File: config.mk
export PLATFORM = sky130hd
export DESIGN_NAME = ir_pulse_to_symbol_packer_top
export DESIGN_NICKNAME = d
export VERILOG_FILES = /design/src/rtl/irpk_pkg.sv /design/src/rtl/irpk_alu.sv /design/src/rtl/ir_pulse_to_symbol_packer_top.sv
export VERILOG_INCLUDE_DIRS = /design/src /design/src/rtl
export SDC_FILE = /design/constraint.sdc
export NUM_CORES = 1
export LEC_CHECK = 0
export BUFFER_PORTS_ARGS = -buffer_cell sky130_fd_sc_hd__buf_2
export CORE_MARGIN = 4
export CORE_UTILIZATION = 50
export CTS_CLUSTER_SIZE = 10
export DETAILED_ROUTE_END_ITERATION = 10
export GPL_ROUTABILITY_DRIVEN = 1
export HOLD_SLACK_MARGIN = 0.08
export PLACE_DENSITY = 0.71
export SYNTH_ARGS = -nofsm -noshare
export SYNTH_HDL_FRONTEND = slang
export SYNTH_SLANG_ARGS = --single-unit
export TNS_END_PERCENT = 30
File: constraint.sdc
create_clock -name clk -period 5.8 [get_ports clk]
set_clock_uncertainty 0.2 [all_clocks]
set_input_delay 1.16 -clock clk [delete_from_list [all_inputs] [get_ports clk]]
set_output_delay 1.16 -clock clk [all_outputs]
set_load 0.02 [all_outputs]
File: src/rtl/assert_macros.svh
// Assertion macros shared by the RTL files.
// Uses clk and arst_n of the including module; compiled out under SYNTH.
`ifndef ASSERT_MACROS_SVH
`define ASSERT_MACROS_SVH
`ifndef SYNTH
`define IRPK_ASSERT(lbl, prop, msg) \
	lbl: assert property (@(posedge clk) disable iff (!arst_n) prop) else $error(msg);
`define IRPK_NEVER(lbl, expr, msg) `IRPK_ASSERT(lbl, !(expr), msg)
`else
`define IRPK_ASSERT(lbl, prop, msg)
`define IRPK_NEVER(lbl, expr, msg)
`endif
`endif

File: src/rtl/irpk_pkg.sv
// Types, constants and codes for the pulse to symbol packer.
// No dependencies; used by irpk_alu and the top level.
package irpk_pkg;

	localparam int DUR_W  = 21;     // microsecond durations and gaps
	localparam int HALF_W = 15;     // one half of a symbol word
	localparam int MAG_W  = 7;      // pulse length magnitude in ticks
	localparam int TICK_W = 14;
	localparam int CNT_W  = 6;      // words per item, 0..WORDS_MAX

	localparam logic [HALF_W-1:0] MAX_CHUNK_US = HALF_W'(32767);
	localparam logic [CNT_W-1:0]  WORDS_MAX    = CNT_W'(32);

	// configuration register indexes
	localparam logic CFG_GAP_DEFAULT  = 1'b0;
	localparam logic CFG_GAP_OVERRIDE = 1'b1;
	localparam logic [DUR_W-1:0] GAP_DEFAULT_RST = DUR_W'(40000);

	typedef enum logic [1:0] {
		ST_OK      = 2'd0,
		ST_INVALID = 2'd1,
		ST_EMPTY   = 2'd2
	} status_t;

	typedef enum logic {
		ALU_MAC,
		ALU_CHUNK
	} alu_op_t;

	typedef struct packed {
		alu_op_t          op;
		logic [DUR_W-1:0] a;
		logic [DUR_W-1:0] b;
		logic             b_en;
	} alu_req_t;

	typedef struct packed {
		logic [DUR_W-1:0]  sum;
		logic [HALF_W-1:0] chunk;
	} alu_rsp_t;

	typedef struct packed {
		status_t           status;
		logic              last;
		logic [HALF_W-1:0] duration_b;
		logic              level_b;
		logic [HALF_W-1:0] duration_a;
		logic              level_a;
	} word_t;

endpackage

File: src/rtl/irpk_alu.sv
// Shared 21-bit adder unit: shift-add multiply step and chunk cut.
// Depends on irpk_pkg.
module irpk_alu (
	input  irpk_pkg::alu_req_t req,
	output irpk_pkg::alu_rsp_t rsp
);

	logic                          gt;
	logic [irpk_pkg::HALF_W-1:0]   chunk;
	logic [irpk_pkg::DUR_W-1:0]    addend;
	logic                          cin;

	assign gt    = req.a > irpk_pkg::DUR_W'(irpk_pkg::MAX_CHUNK_US);
	assign chunk = gt ? irpk_pkg::MAX_CHUNK_US : req.a[irpk_pkg::HALF_W-1:0];

	// one adder: a + b (b gated by b_en) for multiply steps, a - chunk via inverted operand and carry-in
	always_comb begin
		case (req.op)
			irpk_pkg::ALU_MAC: begin
				addend = req.b_en ? req.b : '0;
				cin    = 1'b0;
			end
			irpk_pkg::ALU_CHUNK: begin
				addend = ~irpk_pkg::DUR_W'(chunk);
				cin    = 1'b1;
			end
			default: begin
				addend = '0;
				cin    = 1'b0;
			end
		endcase
	end

	assign rsp.sum   = req.a + addend + irpk_pkg::DUR_W'(cin);
	assign rsp.chunk = chunk;

endmodule

File: src/rtl/ir_pulse_to_symbol_packer_top.sv
// Top level of the mark/space pulse to symbol word packer.
// Depends on irpk_pkg, irpk_alu and assert_macros.svh.
//
// channel  dir  transaction            payload
// s_*      in   pulse or end item      tdata: pulse_units, tick_us, suggested_gap_us
//                                      tuser: mode, frame_start
// m_*      out  symbol word            tdata: level_a, duration_a, level_b, duration_b
//                                      tuser: status, tlast: last
// cfg_*    in   register write         cfg_addr index, cfg_wdata value
//
// Pulse item: accept, shift-add steps in S_MUL, then 1 cycle per chunk (up to 64)
// in S_CHUNK; end item: accept, chunks (up to 64), then S_FLUSH. Multiply and chunk
// arithmetic uses the one 21-bit adder in irpk_alu. s_tready is high only when idle.
// Steps that load the output register wait while it is full and not taken.
// Reset is asynchronous and immediate; no clearing pass.
`include "assert_macros.svh"
module ir_pulse_to_symbol_packer_top (
	input  logic        clk,
	input  logic        arst_n,
	input  logic        s_tvalid,
	output logic        s_tready,
	input  logic [47:0] s_tdata,   // pulse_units[7:0], tick_us[21:8], suggested_gap_us[42:22]
	input  logic [1:0]  s_tuser,   // mode[0], frame_start[1]
	output logic        m_tvalid,
	input  logic        m_tready,
	output logic [31:0] m_tdata,   // level_a[0], duration_a[15:1], level_b[16], duration_b[31:17]
	output logic [1:0]  m_tuser,   // status[1:0]
	output logic        m_tlast,
	input  logic        cfg_we,
	input  logic        cfg_addr,
	input  logic [20:0] cfg_wdata
);

	typedef enum logic [2:0] {
		S_IDLE,
		S_MUL,
		S_CHUNK,
		S_FLUSH,
		S_ERR
	} state_t;

	state_t                        state_q;
	logic [irpk_pkg::DUR_W-1:0]    rem_q;
	logic [irpk_pkg::DUR_W-1:0]    mcand_q;
	logic [irpk_pkg::MAG_W-1:0]    mplier_q;
	logic                          level_q;
	logic                          is_end_q;
	logic [irpk_pkg::CNT_W-1:0]    n_q;
	logic                          half_valid_q;
	logic                          half_level_q;
	logic [irpk_pkg::HALF_W-1:0]   half_dur_q;
	logic                          any_q;
	logic [irpk_pkg::DUR_W-1:0]    gap_default_q;
	logic                          gap_override_q;
	logic                          out_valid_q;
	irpk_pkg::word_t               out_word_q;

	logic [7:0]                    in_units;
	logic [irpk_pkg::TICK_W-1:0]   in_tick;
	logic [irpk_pkg::DUR_W-1:0]    in_gap;
	logic                          in_mode;
	logic                          in_fstart;
	logic [7:0]                    in_abs;
	logic                          in_bad;
	logic [irpk_pkg::DUR_W-1:0]    gap_sel;
	logic                          can_put;
	logic                          n_full;
	logic                          chunk_last;
	logic                          word_load;
	irpk_pkg::alu_req_t            alu_req;
	irpk_pkg::alu_rsp_t            alu_rsp;

	assign in_units  = s_tdata[7:0];
	assign in_tick   = s_tdata[21:8];
	assign in_gap    = s_tdata[42:22];
	assign in_mode   = s_tuser[0];
	assign in_fstart = s_tuser[1];
	assign in_abs    = in_units[7] ? (~in_units + 8'd1) : in_units;

	// zero, -128, zero tick, or a frame that does not open with a mark
	assign in_bad = (in_units == 8'h00) || (in_units == 8'h80) || (in_tick == '0)
		|| (in_fstart && in_units[7]);

	assign gap_sel = gap_override_q ? gap_default_q
		: ((in_gap != '0) ? in_gap : gap_default_q);

	assign can_put    = !out_valid_q || m_tready;
	assign n_full     = (n_q == irpk_pkg::WORDS_MAX);
	// a gap word is final when the gap is used up or the word limit is hit
	assign chunk_last = is_end_q && ((alu_rsp.sum == '0)
		|| (n_q == irpk_pkg::WORDS_MAX - irpk_pkg::CNT_W'(1)));

	// output register loads: a paired chunk, a flush or terminator word, or an error word
	always_comb begin
		case (state_q)
			S_CHUNK: word_load = can_put && (rem_q != '0) && half_valid_q && !n_full;
			S_FLUSH: word_load = can_put && (half_valid_q ? !n_full : (n_q == '0));
			S_ERR:   word_load = can_put;
			default: word_load = 1'b0;
		endcase
	end

	assign alu_req.op   = (state_q == S_MUL) ? irpk_pkg::ALU_MAC : irpk_pkg::ALU_CHUNK;
	assign alu_req.a    = rem_q;
	assign alu_req.b    = mcand_q;
	assign alu_req.b_en = mplier_q[0];

	irpk_alu u_alu (
		.req (alu_req),
		.rsp (alu_rsp)
	);

	assign s_tready = (state_q == S_IDLE);
	assign m_tvalid = out_valid_q;
	assign m_tdata  = {out_word_q.duration_b, out_word_q.level_b,
		out_word_q.duration_a, out_word_q.level_a};
	assign m_tuser  = out_word_q.status;
	assign m_tlast  = out_word_q.last;

	always_ff @(posedge clk or negedge arst_n) begin
		if (!arst_n) begin
			state_q        <= S_IDLE;
			rem_q          <= '0;
			mcand_q        <= '0;
			mplier_q       <= '0;
			level_q        <= 1'b0;
			is_end_q       <= 1'b0;
			n_q            <= '0;
			half_valid_q   <= 1'b0;
			half_level_q   <= 1'b0;
			half_dur_q     <= '0;
			any_q          <= 1'b0;
			gap_default_q  <= irpk_pkg::GAP_DEFAULT_RST;
			gap_override_q <= 1'b0;
			out_valid_q    <= 1'b0;
			out_word_q     <= '0;
		end else begin
			if (word_load) begin
				out_valid_q <= 1'b1;
			end else if (m_tready) begin
				out_valid_q <= 1'b0;
			end
			if (cfg_we) begin
				case (cfg_addr)
					irpk_pkg::CFG_GAP_DEFAULT:  gap_default_q  <= cfg_wdata;
					irpk_pkg::CFG_GAP_OVERRIDE: gap_override_q <= cfg_wdata[0];
					default: ;
				endcase
			end
			case (state_q)
				S_IDLE: begin
					if (s_tvalid) begin
						n_q <= '0;
						if (in_mode) begin
							rem_q    <= gap_sel;
							level_q  <= 1'b0;
							is_end_q <= 1'b1;
							state_q  <= S_CHUNK;
						end else if (in_bad) begin
							state_q <= S_ERR;
						end else begin
							rem_q    <= '0;
							mcand_q  <= irpk_pkg::DUR_W'(in_tick);
							mplier_q <= in_abs[irpk_pkg::MAG_W-1:0];
							level_q  <= ~in_units[7];
							is_end_q <= 1'b0;
							state_q  <= S_MUL;
						end
					end
				end
				S_MUL: begin
					rem_q    <= alu_rsp.sum;
					mcand_q  <= mcand_q << 1;
					mplier_q <= mplier_q >> 1;
					if (mplier_q[irpk_pkg::MAG_W-1:1] == '0) begin
						state_q <= S_CHUNK;
					end
				end
				S_CHUNK: begin
					if (rem_q == '0) begin
						state_q <= is_end_q ? S_FLUSH : S_IDLE;
					end else if (half_valid_q) begin
						if (n_full) begin
							// word past the limit is dropped, half still consumed
							half_valid_q <= 1'b0;
							any_q        <= 1'b1;
							rem_q        <= alu_rsp.sum;
						end else if (can_put) begin
							out_word_q.level_a    <= half_level_q;
							out_word_q.duration_a <= half_dur_q;
							out_word_q.level_b    <= level_q;
							out_word_q.duration_b <= alu_rsp.chunk;
							out_word_q.last       <= chunk_last;
							out_word_q.status     <= irpk_pkg::ST_OK;
							n_q                   <= n_q + irpk_pkg::CNT_W'(1);
							half_valid_q          <= 1'b0;
							any_q                 <= 1'b1;
							rem_q                 <= alu_rsp.sum;
						end
					end else if (n_full) begin
						state_q <= is_end_q ? S_FLUSH : S_IDLE;
					end else begin
						half_valid_q <= 1'b1;
						half_level_q <= level_q;
						half_dur_q   <= alu_rsp.chunk;
						any_q        <= 1'b1;
						rem_q        <= alu_rsp.sum;
					end
				end
				S_FLUSH: begin
					if (half_valid_q && !n_full) begin
						if (can_put) begin
							out_word_q.level_a    <= half_level_q;
							out_word_q.duration_a <= half_dur_q;
							out_word_q.level_b    <= 1'b0;
							out_word_q.duration_b <= '0;
							out_word_q.last       <= 1'b1;
							out_word_q.status     <= irpk_pkg::ST_OK;
							half_valid_q          <= 1'b0;
							any_q                 <= 1'b0;
							state_q               <= S_IDLE;
						end
					end else if (!half_valid_q && (n_q == '0)) begin
						// nothing completed: bare terminator
						if (can_put) begin
							out_word_q.level_a    <= 1'b0;
							out_word_q.duration_a <= '0;
							out_word_q.level_b    <= 1'b0;
							out_word_q.duration_b <= '0;
							out_word_q.last       <= 1'b1;
							out_word_q.status     <= any_q ? irpk_pkg::ST_OK
								: irpk_pkg::ST_EMPTY;
							any_q                 <= 1'b0;
							state_q               <= S_IDLE;
						end
					end else begin
						half_valid_q <= 1'b0;
						any_q        <= 1'b0;
						state_q      <= S_IDLE;
					end
				end
				S_ERR: begin
					if (can_put) begin
						out_word_q.level_a    <= 1'b0;
						out_word_q.duration_a <= '0;
						out_word_q.level_b    <= 1'b0;
						out_word_q.duration_b <= '0;
						out_word_q.last       <= 1'b0;
						out_word_q.status     <= irpk_pkg::ST_INVALID;
						state_q               <= S_IDLE;
					end
				end
				default: state_q <= S_IDLE;
			endcase
		end
	end

	`IRPK_NEVER(a_word_count, n_q > irpk_pkg::WORDS_MAX, "word count past limit")
	`IRPK_ASSERT(a_empty_is_last, m_tvalid && (m_tuser == irpk_pkg::ST_EMPTY) |-> m_tlast, "empty word without last")
	`IRPK_ASSERT(a_invalid_word, m_tvalid && (m_tuser == irpk_pkg::ST_INVALID) |-> !m_tlast && (m_tdata == '0), "bad invalid word")
	`IRPK_ASSERT(a_flush_clears, (state_q == S_IDLE) && ($past(state_q) == S_FLUSH) |-> !half_valid_q && !any_q, "state left after end item")
	`IRPK_ASSERT(a_mul_nonzero, (state_q == S_CHUNK) && ($past(state_q) == S_MUL) |-> (rem_q != '0), "zero product from valid pulse")

endmodule
==> key figures, run 1 <==
Outcome
  – Status: completed

Setup path
  – Worst reg2reg path endpoint: m_tlast$_DFFE_PN0P_
  – WP depth: 13
  – CP Data Arrival Time: around 4.7 ns
  – Top delay family on crit path: compound AO/OA/AOI/OAI gates
  – Critical Path Max Stage Delay: around 0.48 ns
  – Worst-path cell chain: nor4_1 > nand2_1 > buf_4 > o31ai_1 > ha_1 > a2111oi_0 > o21ai_0 > o21ai_0 > a211oi_1 > a311o_1 > nand4b_1 > or4_1 > o21ai_1
  – CP endpoint kind: register
  – Setup slack, reg-to-reg: 1.24 ns
  – Buf+Inv Stages, Crit Path: 1
  – Peak fanout along the critical path: 19
  – WS Path Type: register to register
  – Required time of the critical path: ~5.9 ns
  – Critical path's slowest cell: nand2_1
  – CP startpoint kind: register
  – Reg2reg path depth: 13
  – Reg2reg start: rem_q[18]$_DFFE_PN0P_
  – Most numerous cell on the critical path: o21ai_0

Route
  – First-pass DRT Iterations: 6
  – Detailed Route Iter0 Violations: 404
  – Drt wl/cell: roughly 17 um
  – Post-route ant nets: 0
  – Via count: between 6000 and 7000
  – DRC errors left: 0
  – Total Wirelength: ~19000 um
  – Vias per cell: about 5.7

Cells and area
  – Fill count: about 1400
  – Fraction of layout cells with a size suffix above 1: 0.2015
  – Layout Nets: ~1000
  – Antenna cell count: 0
  – Area Growth Syn to Fin: 17.11%

STA
  – Setup WS post-layout: 1.238 ns
  – Tmin final: roughly 4.6 ns
  – Period utilization: 0.7865
  – Final Hold Viols: 0
  – Max Slew Vio Count: 0
  – Max-slew headroom: 0.4451
  – Worst-Margin Slew: approximately 0.83 ns
  – Fmax achieved: about 220 MHz
  – RSZ-0062 raised after global routing: false
  – TNS Setup: 0 ns
  – Finish-stage setup viols: 0

Yosys
  – EDFF count, synth: 0
  – Yosys top cell by area: dfrtp_1
  – Post-Syn Nets: around 960
  – Syn_area_per_cell: 9.196 sq um
  – Synth cell count leaders: 134 x nand2_1, 131 x dfrtp_1, 78 x o21ai_0, 63 x nor2_1, 38 x clkbuf_1
  – Synthesized area: around 0.0079 sq mm
  – Share of the synthesized area in the top cell type: 0.4174
  – Yosys Warn Count: 0
  – Most frequent cell after synthesis: nand2_1
  – Cell variety after synth: 67
  – Synth top area cells: dfrtp_1 42%, nand2_1 6.4%, o21ai_0 5.0%
  – Synth Instances: around 850
  – Ys flop type: dfrtp_1
  – Sequential-to-total area share from yosys stat: 0.4341
  – Async S/R FF share, synth: 1.000
  – Synthesis-stage register bit count: 136

Floorplan
  – Die Wd: roughly 130 um
  – Core area: between 0.015 and 0.02 sq mm
  – Die area: roughly 0.018 sq mm
  – Initial core utilization: 0.5128
  – Die height: around 130 um
  – IO Pins: 114
  – Row count: 45

Min path
  – Worst min path class: register to register
  – Worst Hold End: m_tdata[14]$_DFFE_PN0P_
  – WHS Path Cells: 2
  – HP Start: m_tdata[14]$_DFFE_PN0P_

Global routing
  – Largest net degree at the start of global routing: 89
  – Vias in the first global route: about 6500
  – Initial antenna violation count: 0
  – Total track usage: 0.2259
  – Total gr overflow: 0
  – First-pass GRT wire length: between 30000 and 40000 um

CTS
  – CTS tree: done
  – CTS buffer count: 17
  – Hold Buf Count CTS: 0
  – Clk sinks: ~140
  – CTS Root Cell: clkbuf_16
  – Post-CTS Resized: 0
  – Reg clk slew, reported paths: around 0.060 ns
  – CTS H-tree depth: 4
  – Clk_lat worst skew: about 0.42 ns
  – CTS max path bufs: 2
  – Setup Buffers After CTS: 0

Job
  – Max-cap violations: 0

Placement
  – Place WS: 1.293 ns
  – PortBufs: ~110
  – GPL Wtd Cong: between 0.9 and 1
  – Post-detail-place hpwl: around 14000 um

Power and ir drop
  – Sequential share of power: 0.325
  – Leak pwr: between 4 and 5 nW
  – VDD IR max: 328.8 uV
  – Sw Pwr: around 0.0023 W
  – Clock share of power: 0.210
  – Sw Share: 0.4355
  – Logic pwr share: 0.466
  – PwrDens: between 500 and 600 mW/mm^2
  – P_int: approximately 0.0030 W
[kinds of logic after synthesis]
logic type	share of synthesized area
buffers and inverters	0.03441
adder cells (fa/ha/maj)	0.04015
multiplexers	0.08730
XOR/XNOR	0.02788
flip-flops	0.4341
AO/OA/AOI/OAI	0.2054
AND/OR/NAND/NOR	0.1708
[registers in the layout (all words and copies together) (netlist names)]
| register | flops |
|---|---|
| half_valid_q | 1 |
| state_q | 3 |
| mplier_q | 7 |
| gap_override_q | 1 |
| rem_q | 21 |
| mcand_q | 21 |
| m_tuser | 2 |
| gap_default_q | 21 |
| m_tdata | 32 |
| half_dur_q | 15 |
| n_q | 6 |
| is_end_q | 1 |
| m_tlast | 1 |
| level_q | 1 |
| any_q | 1 |
| half_level_q | 1 |
| m_tvalid | 1 |
[tightest hold or removal path, cell delays in order (launching register included)]
cell and delay (ns):
dfrtp_1 0.34, nand2_1 0.04, o21ai_0 0.05
[layout by cell type (no fill, tap or decap), types with 13 or more instances in the layout]
cell type	instances
mux2_2	27
dfrtp_1	131
nor4_1	15
o31ai_1	36
mux2i_1	37
o21ai_0	78
ha_1	22
clkbuf_16	17
buf_2	107
xor2_1	13
nand3_1	28
nor2_1	63
inv_1	19
o21a_1	17
o221ai_1	14
nand2_1	134
a21oi_1	30
[worst max-delay path by stage]
| stage | to | slack (ns) | start |
|---|---|---|---|
| 5_1_grt | m_tlast$_DFFE_PN0P_ | 0.82 | rem_q[18]$_DFFE_PN0P_ |
| 2_1_floorplan | m_tlast$_DFFE_PN0P_ | 1.31 | state_q[1]$_DFFE_PN0P_ |
| 3_5_place_dp | m_tlast$_DFFE_PN0P_ | 1.29 | rem_q[18]$_DFFE_PN0P_ |
| 3_3_place_gp | m_tlast$_DFFE_PN0P_ | 1.38 | rem_q[18]$_DFFE_PN0P_ |
| 6_report | m_tlast$_DFFE_PN0P_ | 1.24 | rem_q[18]$_DFFE_PN0P_ |
| 4_1_cts | m_tlast$_DFFE_PN0P_ | 1.27 | rem_q[18]$_DFFE_PN0P_ |
[final cells by class]
class                           count  area (sq um)  share of cell area
Tap cell                          211         264.0             0.02870
Clock inverter                     15         190.2             0.02068
Multi-Input combinational cell    649          4210              0.4578
Sequential cell                   136          3410              0.3707
Timing Repair Buffer              117         626.9             0.06815
Clock buffer                       17         425.4             0.04625
Inverter                           19         71.32            0.007754
[layer usage]
| metal | GRT usage | wire (um) |
|---|---|---|
| met2 | 0.3773 | 9409 |
| met5 | 0 | 0 |
| met4 | 0.07600 | 560 |
| met3 | 0.04796 | 872 |
| met1 | 0.2940 | 8577 |
[power by group through the flow]
stage	registers, W	logic, W	clock network, W
global route	0.00180	0.00282	0.00119
detailed placement	0.00175	0.00249	0
floorplan	0.00174	0.00181	0
CTS	0.00174	0.00250	0.00114
finish	0.00174	0.00250	0.00113
global placement	0.00174	0.00243	0
[metrics by stage]
step / hold slack, ns / power (W) / utilization / instance area (sq um) / std cells
2_1_floorplan: 0.2497 / 0.003546 / - / 7854 / 854
3_3_place_gp: 0.2567 / 0.004174 / 0.5604 / 8582 / 1132
3_5_place_dp: 0.2651 / 0.004242 / 0.5604 / 8582 / 1132
4_1_cts: 0.2795 / 0.005387 / 0.6006 / 9198 / 1164
5_1_grt: 0.2924 / 0.005809 / 0.6006 / 9198 / 1164
6_report: 0.2696 / 0.005373 / 0.6006 / 9198 / 1164
(Power assumes the default switching activity.)
==> run 2: changes to the inputs <==
Settings changed: PLACE_DENSITY 0.71 to 0.74.
Clock period 5.8 ns to 3.8 ns, I/O delays scaled along.
==> run 2 against run 1 <==
First-iteration DRC count increased by 30%; global-route usage increased by 1.1 points; sequential power increased by 48%; power increased by 65%; sequential share of layout area is 2.9 points lower; largest cell class unchanged; via count grew 6.0%; non-clock buffer count up 80; the flow now finishes with violations (setup timing).
==> key figures, run 2 (synthesis results as in run 1) <==
Setup path
  – Most numerous cell on the critical path: fa_2
  – Critical path's slowest cell: or4_4
  – Worst-path cell chain: nor4_4 > nand2_2 > buf_6 > o31ai_4 > fa_2 > inv_2 > fa_2 > nand2b_4 > a21o_4 > a21bo_2 > a2111o_1 > nand3_2 > nand4b_1 > or4_4 > o21ai_1
  – Peak fanout along the critical path: 6
  – Setup slack, reg-to-reg: -0.02 ns
  – Critical Path Max Stage Delay: 0.44 ns
  – CP endpoint kind: register
  – Buf+Inv Stages, Crit Path: 2
  – CP Data Arrival Time: 3.96 ns
  – WS Path Type: register to register
  – Top delay family on crit path: simple AND/OR/NAND/NOR gates
  – CP startpoint kind: register
  – Required time of the critical path: 3.95 ns

CTS
  – CTS Root Cell: clkbuf_16
  – CTS tree: done
  – Reg clk slew, reported paths: about 0.070 ns
  – Clk_lat worst skew: around 0.42 ns
  – CTS buffer count: 17
  – CTS max path bufs: 2
  – Clk sinks: ~140
  – CTS H-tree depth: 4
  – Hold Buf Count CTS: 0

Route
  – Total Wirelength: 20650 um
  – Drt wl/cell: ~17 um
  – First-pass DRT Iterations: 6
  – Detailed Route Iter0 Violations: ~530
  – Vias per cell: 5.645
  – Post-route ant nets: 0
  – Via count: around 7000
  – DRC errors left: 0

Global routing
  – Initial antenna violation count: 0
  – Vias in the first global route: around 7100
  – Total track usage: 0.2365
  – First-pass GRT wire length: ~34000 um
  – Largest net degree at the start of global routing: 113
  – Total gr overflow: 0

STA
  – Period utilization: 1.004
  – Fmax achieved: ~260 MHz
  – TNS Setup: -0.01513 ns
  – RSZ-0062 raised after global routing: true
  – Finish-stage setup viols: 1
  – Worst-Margin Slew: about 1.2 ns
  – Max-slew headroom: 0.2073
  – Tmin final: between 3 and 4 ns
  – Max Slew Vio Count: 0
  – Setup WS post-layout: -0.01513 ns
  – Hold slack: 0.2657 ns
  – Final Hold Viols: 0

Placement
  – GPL Wtd Cong: about 0.93
  – PortBufs: 108
  – Place WS: -0.1499 ns
  – Post-detail-place hpwl: 15240 um

Power and ir drop
  – PwrDens: 888.8 mW/mm^2
  – Sequential share of power: 0.291
  – Sw Share: 0.4309
  – VDD IR max: roughly 570 uV
  – Leak pwr: 4.615 nW
  – Clock share of power: 0.181
  – Logic pwr share: 0.528
  – P_int: between 0.005 and 0.006 W
  – Sw Pwr: approximately 0.0038 W

Floorplan
  – Core area: 0.01531 sq mm
  – IO Pins: between 100 and 150
  – Die height: around 130 um
  – Initial core utilization: 0.5128
  – Die area: between 0.015 and 0.02 sq mm
  – Row count: 45
  – Die Wd: between 100 and 150 um

Outcome
  – Status: complete, but fails checks
  – Failing checks: setup timing

Cells and area
  – Most frequent cells in the layout: 133 x nand2_1, 131 x dfrtp_1, 107 x buf_2
  – Layout Nets: around 1100
  – Fraction of layout cells with a size suffix above 1: 0.2904
  – Fill count: 1315
  – Area Growth Syn to Fin: 26.91%
  – Number of flip-flops in the largest register: 32
  – Antenna cell count: 0
  – Leading cell type in the layout, fill and taps excluded: nand2_1

Job
  – Max-cap violations: 0

Min path
  – Worst min path class: input port to async pin
-- run 2: cell count changes in the layout (fill, tap and decap cells not counted), sizes merged --
cell | previous run | this run
bufinv | 3 | 1
buf | 117 | 197
clkinv | 4 | 7
clkbuf | 17 | 18
clkinvlp | 2 | 0
-- run 2: power groups by stage --
stage | clock (W) | combinational, W | sequential, W
finish | 0.00161 | 0.00468 | 0.00258
global route | 0.00170 | 0.00521 | 0.00266
CTS | 0.00163 | 0.00456 | 0.00256
detailed placement | 0 | 0.00448 | 0.00257
global placement | 0 | 0.00437 | 0.00256
floorplan | 0 | 0.00281 | 0.00266
-- run 2: per-stage QoR --
step,instance area [sq um],util,power [W],instances
CTS,9813,0.6408,0.008758,1240
global route,9967,0.6508,0.009569,1244
finish,9967,0.6508,0.008859,1244
detailed placement,9188,0.5999,0.007052,1206
floorplan,7945,-,0.005475,854
global placement,9188,0.5999,0.006929,1206
-- run 2: final timing paths --
kind                                           end  depth (start not counted)                   start
max                            m_tlast$_DFFE_PN0P_                         15   rem_q[16]$_DFFE_PN0P_
min in group clk            m_tdata[3]$_DFFE_PN0P_                          2  m_tdata[3]$_DFFE_PN0P_
max in group asynchronous  m_tdata[21]$_DFFE_PN0P_                          2                  arst_n
min reg2reg                 m_tdata[3]$_DFFE_PN0P_                          2  m_tdata[3]$_DFFE_PN0P_
min                             n_q[3]$_DFFE_PN0P_                          1                  arst_n
max reg2reg                    m_tlast$_DFFE_PN0P_                         15   rem_q[16]$_DFFE_PN0P_
-- run 2: routing by layer --
| metal | GRT usage | wire length (um) |
|---|---|---|
| met4 | 0.08400 | 592 |
| met1 | 0.2932 | 8795 |
| met2 | 0.4111 | 10290 |
| met5 | 0 | 0 |
| met3 | 0.04758 | 967 |
-- run 2: repair_timing --
| item | in CTS | in global routing |
|---|---|---|
| pin swaps | 3 | 8 |
| gates resized for setup | 10 | 25 |
| setup buffers | 2 | 4 |
| cloned | 0 | 1 |
| setup endpoints to repair | 1 | 9 |
-- run 2: final cells by class --
class / instances / area (sq um) / share of cell area
multi-input cells: 649 / 4400 / 0.4415
flip-flops and latches: 136 / 3410 / 0.3421
repair buffers: 197 / 1247 / 0.1252
clock buffers: 18 / 439.2 / 0.04406
well taps: 211 / 264.0 / 0.02649
clock inverters: 14 / 135.1 / 0.01356
inverters: 19 / 71.32 / 0.007155
